$ cat config.mk
export PLATFORM = sky130hd
export DESIGN_NAME = ir_remote_pulse_encoder
export DESIGN_NICKNAME = d
export VERILOG_FILES = /design/src/irpe_pkg.sv /design/src/irpe_seg.sv /design/src/ir_remote_pulse_encoder.sv
export VERILOG_INCLUDE_DIRS = /design/src /design/src/src
export SDC_FILE = /design/constraint.sdc
export NUM_CORES = 1
export LEC_CHECK = 0
export BUFFER_PORTS_ARGS = -buffer_cell sky130_fd_sc_hd__buf_4
export CAP_MARGIN = 10
export CORE_ASPECT_RATIO = 1.25
export CORE_MARGIN = 4
export CORE_UTILIZATION = 56
export DETAILED_ROUTE_END_ITERATION = 10
export PLACE_DENSITY = 0.78
export SYNTH_ARGS = -nofsm -noshare
export SYNTH_HDL_FRONTEND = slang
export SYNTH_SLANG_ARGS = --single-unit
export TNS_END_PERCENT = 30
$ cat constraint.sdc
create_clock -name clk -period 4.4 [get_ports clk]
set_input_delay 0.88 -clock clk [delete_from_list [all_inputs] [get_ports clk]]
set_output_delay 0.88 -clock clk [all_outputs]
set_load 0.01 [all_outputs]
$ cat src/ir_remote_pulse_encoder_assert.svh
// ----------------------------------------------------------------------------
// IR remote pulse encoder assertion macros
// Shorthand for the concurrent checks at the end of the top level.
// ----------------------------------------------------------------------------
`ifndef IR_REMOTE_PULSE_ENCODER_ASSERT_SVH
`define IR_REMOTE_PULSE_ENCODER_ASSERT_SVH

// Same-cycle implication, sampled on clk and quiet during reset.
`define IRPE_ASSERT_NOW(lbl, ante, cons, msg) \
	lbl: assert property (@(posedge clk) disable iff (!arst_n) (ante) |-> (cons)) \
		else $error(msg);

// Next-cycle implication, sampled on clk and quiet during reset.
`define IRPE_ASSERT_NEXT(lbl, ante, cons, msg) \
	lbl: assert property (@(posedge clk) disable iff (!arst_n) (ante) |=> (cons)) \
		else $error(msg);

`endif

$ cat src/irpe_pkg.sv
// ----------------------------------------------------------------------------
// IR remote pulse encoder package
// Protocol and frame phase codes, segment structs and the timing tables.
// ----------------------------------------------------------------------------
`default_nettype none

package irpe_pkg;

	localparam int DUR_W = 14;

	typedef enum logic [2:0] {
		PR_SONY    = 3'd0,
		PR_NEC     = 3'd1,
		PR_WHYNTER = 3'd2,
		PR_RC5     = 3'd3,
		PR_RC6     = 3'd4,
		PR_PANA    = 3'd5,
		PR_JVC     = 3'd6,
		PR_SAMSUNG = 3'd7
	} proto_t;

	typedef enum logic [3:0] {
		PH_IDLE        = 4'd0,
		PH_LEAD_MARK   = 4'd1,
		PH_LEAD_SPACE  = 4'd2,
		PH_HDR_MARK    = 4'd3,
		PH_HDR_SPACE   = 4'd4,
		PH_START_A     = 4'd5,
		PH_START_B     = 4'd6,
		PH_START_C     = 4'd7,
		PH_BIT_A       = 4'd8,
		PH_BIT_B       = 4'd9,
		PH_TRAIL_MARK  = 4'd10,
		PH_TRAIL_SPACE = 4'd11,
		PH_DONE        = 4'd12
	} phase_t;

	typedef logic [DUR_W-1:0] dur_t;

	// What the segment selector needs to know about the frame.
	typedef struct packed {
		proto_t proto;
		phase_t phase;
		logic   skip_hdr;
		logic   bits_zero;
		logic   cur_bit;
		logic   rc6_wide;
	} seg_in_t;

	// The segment that comes next, if the frame has one.
	typedef struct packed {
		logic   found;
		logic   level;
		dur_t   dur;
		phase_t next;
		logic   shift;
	} seg_out_t;

	function automatic logic [5:0] carrier_of(input proto_t p);
		unique case (p)
			PR_RC5, PR_RC6: carrier_of = 6'd36;
			PR_PANA:        carrier_of = 6'd35;
			default:        carrier_of = 6'd38;
		endcase
	endfunction

	function automatic dur_t hdr_mark_of(input proto_t p);
		unique case (p)
			PR_SONY:    hdr_mark_of = 14'd2400;
			PR_NEC:     hdr_mark_of = 14'd9000;
			PR_WHYNTER: hdr_mark_of = 14'd2850;
			PR_RC5:     hdr_mark_of = 14'd0;
			PR_RC6:     hdr_mark_of = 14'd2666;
			PR_PANA:    hdr_mark_of = 14'd3502;
			PR_JVC:     hdr_mark_of = 14'd8000;
			PR_SAMSUNG: hdr_mark_of = 14'd5000;
		endcase
	endfunction

	function automatic dur_t hdr_space_of(input proto_t p);
		unique case (p)
			PR_SONY:    hdr_space_of = 14'd600;
			PR_NEC:     hdr_space_of = 14'd4500;
			PR_WHYNTER: hdr_space_of = 14'd2850;
			PR_RC5:     hdr_space_of = 14'd0;
			PR_RC6:     hdr_space_of = 14'd889;
			PR_PANA:    hdr_space_of = 14'd1750;
			PR_JVC:     hdr_space_of = 14'd4000;
			PR_SAMSUNG: hdr_space_of = 14'd5000;
		endcase
	endfunction

	function automatic dur_t pd_mark_of(input proto_t p);
		unique case (p)
			PR_NEC, PR_SAMSUNG: pd_mark_of = 14'd560;
			PR_WHYNTER:         pd_mark_of = 14'd750;
			PR_PANA:            pd_mark_of = 14'd502;
			PR_JVC:             pd_mark_of = 14'd600;
			default:            pd_mark_of = 14'd0;
		endcase
	endfunction

	function automatic dur_t pd_one_of(input proto_t p);
		unique case (p)
			PR_NEC, PR_JVC, PR_SAMSUNG: pd_one_of = 14'd1600;
			PR_WHYNTER:                 pd_one_of = 14'd2150;
			PR_PANA:                    pd_one_of = 14'd1244;
			default:                    pd_one_of = 14'd0;
		endcase
	endfunction

	function automatic dur_t pd_zero_of(input proto_t p);
		unique case (p)
			PR_NEC, PR_SAMSUNG: pd_zero_of = 14'd560;
			PR_WHYNTER:         pd_zero_of = 14'd750;
			PR_PANA:            pd_zero_of = 14'd400;
			PR_JVC:             pd_zero_of = 14'd550;
			default:            pd_zero_of = 14'd0;
		endcase
	endfunction

endpackage

`default_nettype wire

$ cat src/irpe_seg.sv
// ----------------------------------------------------------------------------
// IR remote pulse encoder segment selector
// Picks the next mark or space segment of a frame from its phase.
// ----------------------------------------------------------------------------
`default_nettype none

module irpe_seg (
	input  wire irpe_pkg::seg_in_t seg_in,
	output irpe_pkg::seg_out_t     seg_out
);
	import irpe_pkg::*;

	phase_t ph;
	logic   is_sony;
	logic   is_rc5;
	logic   is_rc6;
	logic   is_why;
	logic   b;
	dur_t   rc6_t;

	assign is_sony = (seg_in.proto == PR_SONY);
	assign is_rc5  = (seg_in.proto == PR_RC5);
	assign is_rc6  = (seg_in.proto == PR_RC6);
	assign is_why  = (seg_in.proto == PR_WHYNTER);
	assign b       = seg_in.cur_bit;
	assign rc6_t   = seg_in.rc6_wide ? 14'd888 : 14'd444;

	always_comb begin
		// Phases that send nothing for this frame are passed over in order.
		ph = seg_in.phase;
		if (ph == PH_LEAD_MARK && !is_why) ph = PH_HDR_MARK;
		if (ph == PH_HDR_MARK && (is_rc5 || seg_in.skip_hdr)) ph = PH_START_A;
		if (ph == PH_START_A && !is_rc5 && !is_rc6) ph = PH_BIT_A;
		if (ph == PH_BIT_A && seg_in.bits_zero) ph = PH_TRAIL_MARK;
		if (ph == PH_TRAIL_MARK && (is_sony || is_rc5 || is_rc6)) ph = PH_DONE;
		if (ph == PH_TRAIL_SPACE && !is_why) ph = PH_DONE;

		seg_out = '{found: 1'b1, level: 1'b0, dur: '0, next: PH_DONE, shift: 1'b0};
		unique case (ph)
			PH_LEAD_MARK: begin
				seg_out.level = 1'b1;
				seg_out.dur   = 14'd750;
				seg_out.next  = PH_LEAD_SPACE;
			end
			PH_LEAD_SPACE: begin
				seg_out.dur  = 14'd750;
				seg_out.next = PH_HDR_MARK;
			end
			PH_HDR_MARK: begin
				seg_out.level = 1'b1;
				seg_out.dur   = hdr_mark_of(seg_in.proto);
				seg_out.next  = PH_HDR_SPACE;
			end
			PH_HDR_SPACE: begin
				seg_out.dur  = hdr_space_of(seg_in.proto);
				seg_out.next = PH_START_A;
			end
			PH_START_A: begin
				seg_out.level = 1'b1;
				seg_out.dur   = is_rc5 ? 14'd889 : 14'd444;
				seg_out.next  = PH_START_B;
			end
			PH_START_B: begin
				seg_out.dur  = is_rc5 ? 14'd889 : 14'd444;
				seg_out.next = is_rc5 ? PH_START_C : PH_BIT_A;
			end
			PH_START_C: begin
				seg_out.level = 1'b1;
				seg_out.dur   = 14'd889;
				seg_out.next  = PH_BIT_A;
			end
			PH_BIT_A: begin
				seg_out.next = PH_BIT_B;
				if (is_sony) begin
					seg_out.level = 1'b1;
					seg_out.dur   = b ? 14'd1200 : 14'd600;
				end else if (is_rc5) begin
					seg_out.level = !b;
					seg_out.dur   = 14'd889;
				end else if (is_rc6) begin
					seg_out.level = b;
					seg_out.dur   = rc6_t;
				end else begin
					seg_out.level = 1'b1;
					seg_out.dur   = pd_mark_of(seg_in.proto);
				end
			end
			PH_BIT_B: begin
				seg_out.next  = PH_BIT_A;
				seg_out.shift = 1'b1;
				if (is_sony) begin
					seg_out.dur = 14'd600;
				end else if (is_rc5) begin
					seg_out.level = b;
					seg_out.dur   = 14'd889;
				end else if (is_rc6) begin
					seg_out.level = !b;
					seg_out.dur   = rc6_t;
				end else begin
					seg_out.dur = b ? pd_one_of(seg_in.proto) : pd_zero_of(seg_in.proto);
				end
			end
			PH_TRAIL_MARK: begin
				seg_out.level = 1'b1;
				seg_out.dur   = pd_mark_of(seg_in.proto);
				seg_out.next  = PH_TRAIL_SPACE;
			end
			PH_TRAIL_SPACE: begin
				seg_out.dur  = 14'd750;
				seg_out.next = PH_DONE;
			end
			default: begin
				seg_out.found = 1'b0;
				seg_out.next  = PH_IDLE;
			end
		endcase
	end

endmodule

`default_nettype wire

$ cat src/ir_remote_pulse_encoder.sv
// ----------------------------------------------------------------------------
// IR remote pulse encoder
// Builds the mark/space envelope of NEC, Whynter, Samsung, JVC, Sony, RC5,
// RC6 and Panasonic remote frames, one microsecond per tick request.
// ----------------------------------------------------------------------------
// Usage:
// Requests arrive on req_valid/req_stall with the fields operation, protocol,
// payload, bit_count, address and repeat_req. A request with operation set
// starts a frame; it is taken only while no frame runs, otherwise it is
// answered with start_accepted low and the frame goes on untouched. A request
// with operation clear is a one-microsecond tick: its result reports whether
// that microsecond is a mark, and the segment timer counts down by one.
// Every request yields exactly one result on res_valid/res_stall carrying
// ir_mark, busy_res, start_accepted and carrier_khz.
// One request is taken in every cycle while req_stall is low, and its
// result is registered: the frame state and the segment selector form a
// single pass between the state registers and the result register.
// A two-entry output buffer decouples the sides, so a request is still taken
// while one result waits; req_stall rises only once both entries are full,
// and nothing is lost or repeated while the receiver stalls.
// Reset (arst_n low) empties the output buffer and returns the frame state
// to idle, with the output level at space.
// ----------------------------------------------------------------------------
`default_nettype none

module ir_remote_pulse_encoder #(
	parameter int DATA_BITS  = 32,
	parameter int ADDR_BITS  = 16,
	parameter int TIMER_BITS = 14
) (
	input  wire logic                 clk,
	input  wire logic                 arst_n,
	input  wire logic                 req_valid,
	output logic                      req_stall,
	input  wire logic                 operation,
	input  wire logic [2:0]           protocol,
	input  wire logic [DATA_BITS-1:0] payload,
	input  wire logic [5:0]           bit_count,
	input  wire logic [ADDR_BITS-1:0] address,
	input  wire logic                 repeat_req,
	output logic                      res_valid,
	input  wire logic                 res_stall,
	output logic                      ir_mark,
	output logic                      busy_res,
	output logic                      start_accepted,
	output logic [5:0]                carrier_khz
);
	import irpe_pkg::*;

	// Bit counter must hold the Panasonic total of address plus data bits.
	localparam int CNT_W = $clog2(ADDR_BITS + DATA_BITS + 1);
	localparam int SH_W  = $clog2(DATA_BITS);
	localparam logic [5:0]       DATA_BITS_6 = 6'(DATA_BITS);
	localparam logic [CNT_W-1:0] DATA_CNT    = CNT_W'(DATA_BITS);
	localparam logic [CNT_W-1:0] PANA_CNT    = CNT_W'(ADDR_BITS + DATA_BITS);
	localparam logic [CNT_W-1:0] RC6_WIDE_IX = CNT_W'(3);

	typedef struct packed {
		logic       mark;
		logic       busy;
		logic       acc;
		logic [5:0] khz;
	} result_t;

	// Frame state.
	logic                  active_q;
	proto_t                proto_q;
	logic [DATA_BITS-1:0]  data_q;
	logic [ADDR_BITS-1:0]  addr_q;
	logic [CNT_W-1:0]      bits_left_q;
	logic [CNT_W-1:0]      bit_total_q;
	phase_t                phase_q;
	logic [TIMER_BITS-1:0] timer_q;
	logic                  level_q;
	logic                  skip_q;

	// Output buffer: main entry drives the ports, skid entry catches overflow.
	result_t out_q;
	logic    out_v_q;
	result_t skid_q;
	logic    skid_v_q;

	logic                  accept;
	logic                  take;
	logic                  start_take;
	logic                  is_tick;
	logic [5:0]            n_sat;
	logic [SH_W-1:0]       sh_amt;
	logic                  run;
	logic [TIMER_BITS-1:0] timer_dec;

	logic                  active_n;
	proto_t                proto_n;
	logic [DATA_BITS-1:0]  data_n;
	logic [ADDR_BITS-1:0]  addr_n;
	logic [CNT_W-1:0]      bits_left_n;
	logic [CNT_W-1:0]      bit_total_n;
	phase_t                phase_n;
	logic [TIMER_BITS-1:0] timer_n;
	logic                  level_n;
	logic                  skip_n;
	logic                  use_addr;

	seg_in_t  seg_in;
	seg_out_t seg_out;
	result_t  res_n;

	assign req_stall = skid_v_q;
	assign accept    = req_valid && !req_stall;
	assign take      = out_v_q && !res_stall;

	assign is_tick    = !operation;
	assign start_take = operation && !active_q;

	// Bit counts above the data width are clipped to it.
	assign n_sat  = (bit_count > DATA_BITS_6) ? DATA_BITS_6 : bit_count;
	assign sh_amt = SH_W'(DATA_BITS_6 - n_sat);

	assign timer_dec = timer_q - TIMER_BITS'(timer_q != '0);

	always_comb begin
		proto_n     = proto_q;
		data_n      = data_q;
		addr_n      = addr_q;
		bits_left_n = bits_left_q;
		bit_total_n = bit_total_q;
		skip_n      = skip_q;
		if (start_take) begin
			proto_n = proto_t'(protocol);
			skip_n  = (proto_t'(protocol) == PR_JVC) && repeat_req;
			addr_n  = address;
			if (proto_t'(protocol) == PR_PANA) begin
				data_n      = payload;
				bits_left_n = PANA_CNT;
				bit_total_n = PANA_CNT;
			end else begin
				// For Sony, RC5, RC6 and JVC, short words are moved to the top so their first bit leads.
				if ((proto_t'(protocol) == PR_SONY || proto_t'(protocol) == PR_RC5 ||
					proto_t'(protocol) == PR_RC6 || proto_t'(protocol) == PR_JVC) &&
					n_sat != 6'd0) begin
					data_n = payload << sh_amt;
				end
				bits_left_n = CNT_W'(n_sat);
				bit_total_n = CNT_W'(n_sat);
			end
		end
	end

	// Panasonic sends its address bits while more than a data word remains.
	assign use_addr = (proto_n == PR_PANA) && (bits_left_n > DATA_CNT);

	assign seg_in = '{
		proto:     proto_n,
		phase:     start_take ? PH_LEAD_MARK : phase_q,
		skip_hdr:  skip_n,
		bits_zero: (bits_left_n == '0),
		cur_bit:   use_addr ? addr_n[ADDR_BITS-1] : data_n[DATA_BITS-1],
		rc6_wide:  ((bit_total_n - bits_left_n) == RC6_WIDE_IX)
	};

	irpe_seg u_seg (
		.seg_in  (seg_in),
		.seg_out (seg_out)
	);

	// A segment is loaded at a frame start or when a tick runs the timer out.
	assign run = start_take || (is_tick && active_q && timer_dec == '0);

	always_comb begin
		active_n = active_q;
		phase_n  = phase_q;
		timer_n  = timer_q;
		level_n  = level_q;
		if (is_tick && active_q) begin
			timer_n = timer_dec;
		end
		if (run) begin
			if (seg_out.found) begin
				active_n = 1'b1;
				phase_n  = seg_out.next;
				timer_n  = TIMER_BITS'(seg_out.dur);
				level_n  = seg_out.level;
			end else begin
				active_n = 1'b0;
				phase_n  = PH_IDLE;
				timer_n  = '0;
				level_n  = 1'b0;
			end
		end
	end

	always_comb begin
		res_n.mark = is_tick && active_q && level_q;
		res_n.busy = operation ? active_n : active_q;
		res_n.acc  = start_take;
		res_n.khz  = res_n.busy ? carrier_of(proto_n) : 6'd0;
	end

	always_ff @(posedge clk or negedge arst_n) begin
		if (!arst_n) begin
			active_q    <= 1'b0;
			proto_q     <= PR_SONY;
			data_q      <= '0;
			addr_q      <= '0;
			bits_left_q <= '0;
			bit_total_q <= '0;
			phase_q     <= PH_IDLE;
			timer_q     <= '0;
			level_q     <= 1'b0;
			skip_q      <= 1'b0;
		end else if (accept) begin
			active_q    <= active_n;
			proto_q     <= proto_n;
			bit_total_q <= bit_total_n;
			phase_q     <= phase_n;
			timer_q     <= timer_n;
			level_q     <= level_n;
			skip_q      <= skip_n;
			if (run && seg_out.found && seg_out.shift) begin
				if (use_addr) begin
					addr_q <= addr_n << 1;
					data_q <= data_n;
				end else begin
					addr_q <= addr_n;
					data_q <= data_n << 1;
				end
				bits_left_q <= (bits_left_n != '0) ? bits_left_n - CNT_W'(1) : bits_left_n;
			end else begin
				addr_q      <= addr_n;
				data_q      <= data_n;
				bits_left_q <= bits_left_n;
			end
		end
	end

	// Output buffer. While the skid entry is full no request is taken.
	always_ff @(posedge clk or negedge arst_n) begin
		if (!arst_n) begin
			out_v_q  <= 1'b0;
			skid_v_q <= 1'b0;
		end else if (accept) begin
			if (!out_v_q || take) begin
				out_v_q <= 1'b1;
			end else begin
				skid_v_q <= 1'b1;
			end
		end else if (take) begin
			if (skid_v_q) begin
				skid_v_q <= 1'b0;
			end else begin
				out_v_q <= 1'b0;
			end
		end
	end

	always_ff @(posedge clk) begin
		if (accept) begin
			if (!out_v_q || take) begin
				out_q <= res_n;
			end else begin
				skid_q <= res_n;
			end
		end else if (take && skid_v_q) begin
			out_q <= skid_q;
		end
	end

	assign res_valid      = out_v_q;
	assign ir_mark        = out_q.mark;
	assign busy_res       = out_q.busy;
	assign start_accepted = out_q.acc;
	assign carrier_khz    = out_q.khz;

`include "ir_remote_pulse_encoder_assert.svh"

	`IRPE_ASSERT_NOW(a_skid_behind_main, skid_v_q, out_v_q, "skid entry full while main entry empty")
	`IRPE_ASSERT_NEXT(a_start_runs, accept && start_take, active_q, "accepted start did not begin a frame")
	`IRPE_ASSERT_NOW(a_idle_quiet, !active_q, phase_q == PH_IDLE && !level_q, "idle frame state not at rest")
	`IRPE_ASSERT_NOW(a_idle_no_carrier, res_valid && !busy_res, carrier_khz == 6'd0 && !ir_mark, "idle result carries a carrier or a mark")

endmodule

`default_nettype wire
==> flow_metrics.env <==
export IMPL_outcome="complete, no violations"
export IMPL_worst_slew_pin_transition_ps=953
export IMPL_synth_xor_area_share_pct=1.45
export IMPL_yosysMostFrequentCell="nand2_1"
export IMPL_cp_common_cell="buf_4"
export IMPL_drive_gt1_share_pct=20.7
export IMPL_path_class="in -> reg"
export IMPL_vias_per_cell=6.93
export IMPL_ctsResizeCount=0
export IMPL_synthAdderAreaFrac_pct=2.38
export IMPL_gp_congestion=1.00
export IMPL_worst_r2r_setup_slack_ps=330
export IMPL_grt_overflow_total=0
export IMPL_antenna_found_initial=0
export IMPL_hpwl_um=27300
export IMPL_start_util_pct=57.1
export IMPL_num_antenna_cells=0
export IMPL_clk_latency_ps=360
export IMPL_ys_async_sr_fraction_pct=87.8
export IMPL_grt_use_total_pct=36.7
export IMPL_clock_path_buffers=2
export IMPL_antenna_left=0
export IMPL_finalCritPeriodShare_pct=93.1
export IMPL_ios=74
export IMPL_first_pass_iters=8
export IMPL_synth_compound_area_share_pct=31.1
export IMPL_clockRootBuffer="clkbuf_16"
export IMPL_p_per_area_nw_per_um2=601
export IMPL_cts_setup_buffers=0
export IMPL_crit_slowest_cell="fa_1"
export IMPL_finish_instance_area_um2=11200
export IMPL_cpPeakStageDelay_ps=440
export IMPL_chipWidth_um=125
export IMPL_end_kind="flip-flop"
export IMPL_start_kind="input pin"
export IMPL_rsz0062_at_grt="no"
export IMPL_hold_ws_ps=492
export IMPL_drc=0
export IMPL_die_area_um2=19400
export IMPL_p_leak_nw=4.68
export IMPL_syn_instance_count=1234
export IMPL_h_tree_depth=3
export IMPL_synth_edf_count=12
export IMPL_ys_ff_latch=98
export IMPL_core_area_um2=16900
export IMPL_synth_top_cell_area_share_pct=22.3
export IMPL_crit_family="simple AND/OR/NAND/NOR gates"
export IMPL_maxCapViolCount=0
export IMPL_syn_area_per_cell_um2=7.83
export IMPL_cts_hold_fix_buffers=0
export IMPL_area_growth_pct=16.4
export IMPL_num_vias=10700
export IMPL_tritoncts="yes"
export IMPL_cts_buffers=9
export IMPL_synth_ff_type="dfrtp_1"
export IMPL_path_buf_inv=7
export IMPL_finClkSkew_ps=16.9
export IMPL_die_h_um=155
export IMPL_synth_mux_area_share_pct=11.1
export IMPL_worstPathArrival_ps=4370
export IMPL_path_clk_slew_ps=70
export IMPL_rows=53
export IMPL_drt_iter0_markers=1220
export IMPL_cp_max_fo=17
export IMPL_finalHoldViolCount=0
export IMPL_ys_seq_area_share_pct=26.0
export IMPL_drt_wl_total_um=36200
export IMPL_synth_simple_area_share_pct=22.2
export IMPL_synth_distinct_cells=99
export IMPL_fmax_mhz=244
export IMPL_setup_viol=0
export IMPL_slew_limit_headroom_pct=36.5
export IMPL_peakVddDrop_mv=0.341
export IMPL_tns_ps=0
export IMPL_syn_area_um2=9660
export IMPL_yosys_warnings=0
export IMPL_critPathRequiredTime_ps=4670
export IMPL_grt_max_degree=70
export IMPL_ys_top_cells_by_count="nand2_1, nor2_1, a21oi_1, dfrtp_1, o21ai_0"
export IMPL_slew_violations=0
export IMPL_dpl_cell_area_um2=10900
export IMPL_clkSinkCount=98
export IMPL_io_buffers=71
export IMPL_fillers=1480
export IMPL_synth_area_leaders="dfrtp_1, nand2_1, mux2i_1"
export IMPL_cp_cell_sequence="buf_4 -> nand2b_2 -> buf_4 -> nor3_1 -> a21oi_1 -> inv_1 -> ha_1 -> inv_1 -> fa_1 -> xor2_1 -> nor4b_1 -> nand2_1 -> o311ai_2 -> buf_4 -> inv_1 -> nor3_1 -> nor4_2 -> buf_4 -> a211oi_2"
export IMPL_grt_pass1_vias=10500
export IMPL_final_nets=1403
export IMPL_synth_top_family_by_area="compound AO/OA/AOI/OAI gates"
export IMPL_yosysTopAreaCell="dfrtp_1"
export IMPL_min_path_type="reg -> reg"
export IMPL_wl_per_cell_um=23.4
export IMPL_post_route_min_period_ps=4100
export IMPL_grt_first_pass_wirelength_um=57200
-- area by class of cell --
type                            count  area, um2  area share, %
Clock buffer                        9        225           2.00
Timing Repair Buffer              179       1400           12.4
Sequential cell                    98       2510           22.3
Clock inverter                      6       50.0          0.445
Tap cell                          220        275           2.45
Multi-Input combinational cell   1012       6700           59.6
Inverter                           23       86.3          0.768
-- metrics by stage --
stage                     cells  util, %  power [mW]  setup slack, ps
final                      1547     66.5        6.76              302
after floorplan            1235        -        4.64             10.3
after global placement     1532     64.7        5.82             20.1
after global routing       1547     66.5        7.17             18.1
after CTS                  1547     66.4        6.65              156
after detailed placement   1532     64.7        5.85             8.76
-- path summary, 6_finish.rpt --
| path | startpoint | endpoint | cells past startpoint |
|---|---|---|---|
| max | operation | timer_q[6]$_DFFE_PN0P_ | 19 |
| min | data_q[27]$_DFFE_PN0P_ | data_q[27]$_DFFE_PN0P_ | 2 |
| max reg2reg | timer_q[8]$_DFFE_PN0P_ | timer_q[6]$_DFFE_PN0P_ | 18 |
| min reg2reg | data_q[27]$_DFFE_PN0P_ | data_q[27]$_DFFE_PN0P_ | 2 |
| max in group asynchronous | arst_n | addr_q[10]$_DFFE_PN0P_ | 2 |
| min in group asynchronous | arst_n | timer_q[13]$_DFFE_PN0P_ | 1 |
-- state kept, by name, indices dropped and copies added, names as in the netlist, 3 cells and up --
| name | count |
|---|---|
| carrier_khz | 3 |
| phase_q | 4 |
| timer_q | 14 |
| bits_left_q | 6 |
| proto_q | 3 |
| addr_q | 16 |
| skid_q | 6 |
| data_q | 32 |
| bit_total_q | 6 |
-- metal layers --
layer	global-route usage, %	vias up	part of all wire [%]
li1	-	4817	-
met1	41.7	5116	36
met3	4.77	193	6.3
met2	62.6	592	49
met5	0	-	0
met4	27.5	0	8.8
-- cell families after synthesis --
logic type / count (synthesis)
and+or+nand+nor: 457
AOI/OAI and AO/OA: 429
buffers and inverters: 125
DFF: 98
muxes: 90
adders and majority gates: 18
xor gates and xnor gates: 16
other: 1
-- worst reg2reg max path: stages (launching register included) --
cell and delay (ps):
dfrtp_1 470, nor2_2 200, nand2_1 100, or3_1 390
nor2_1 110, nand3_1 90, ha_1 220, ha_1 290
nor4b_1 240, nand3_1 140, nor3_1 190, o221a_1 240
or2_2 120, and2_1 190, nor2_1 140, a311o_1 320
nor4_2 280, buf_4 180, a211oi_2 50
-- cells in the final DEF (no fill, tap or decap), types with 7 or more instances in the layout --
| master | instances |
|---|---|
| xnor2_1 | 8 |
| edfxtp_1 | 12 |
| clkbuf_16 | 9 |
| a221o_1 | 16 |
| mux4_2 | 12 |
| mux2i_1 | 63 |
| o21ai_1 | 11 |
| a21oi_1 | 96 |
| a22o_1 | 16 |
| buf_4 | 174 |
| o21ai_0 | 84 |
| and2_1 | 12 |
| o211ai_1 | 15 |
| a32oi_1 | 11 |
| nand3_1 | 34 |
| mux2_2 | 14 |
| dfrtp_1 | 86 |
| nand2b_1 | 8 |
| a211oi_1 | 13 |
| o31ai_1 | 10 |
| a22oi_1 | 12 |
| o22ai_1 | 12 |
| nand2_1 | 178 |
| o221ai_1 | 12 |
| o21bai_1 | 7 |
| and3_1 | 12 |
| nor3_1 | 29 |
| o21a_1 | 10 |
| nor2_1 | 116 |
| a31oi_1 | 14 |
| ha_1 | 15 |
| nor2b_1 | 7 |
| inv_1 | 17 |
-- report_power, final --
group          internal (mW)  leakage (nW)  switching [mW]
combinational           1.76          3.32            2.61
clock                  0.392         0.140           0.398
sequential              1.28          1.22           0.320
total                   3.43          4.68            3.33
Note: power is estimated with default switching activity, not from simulation.
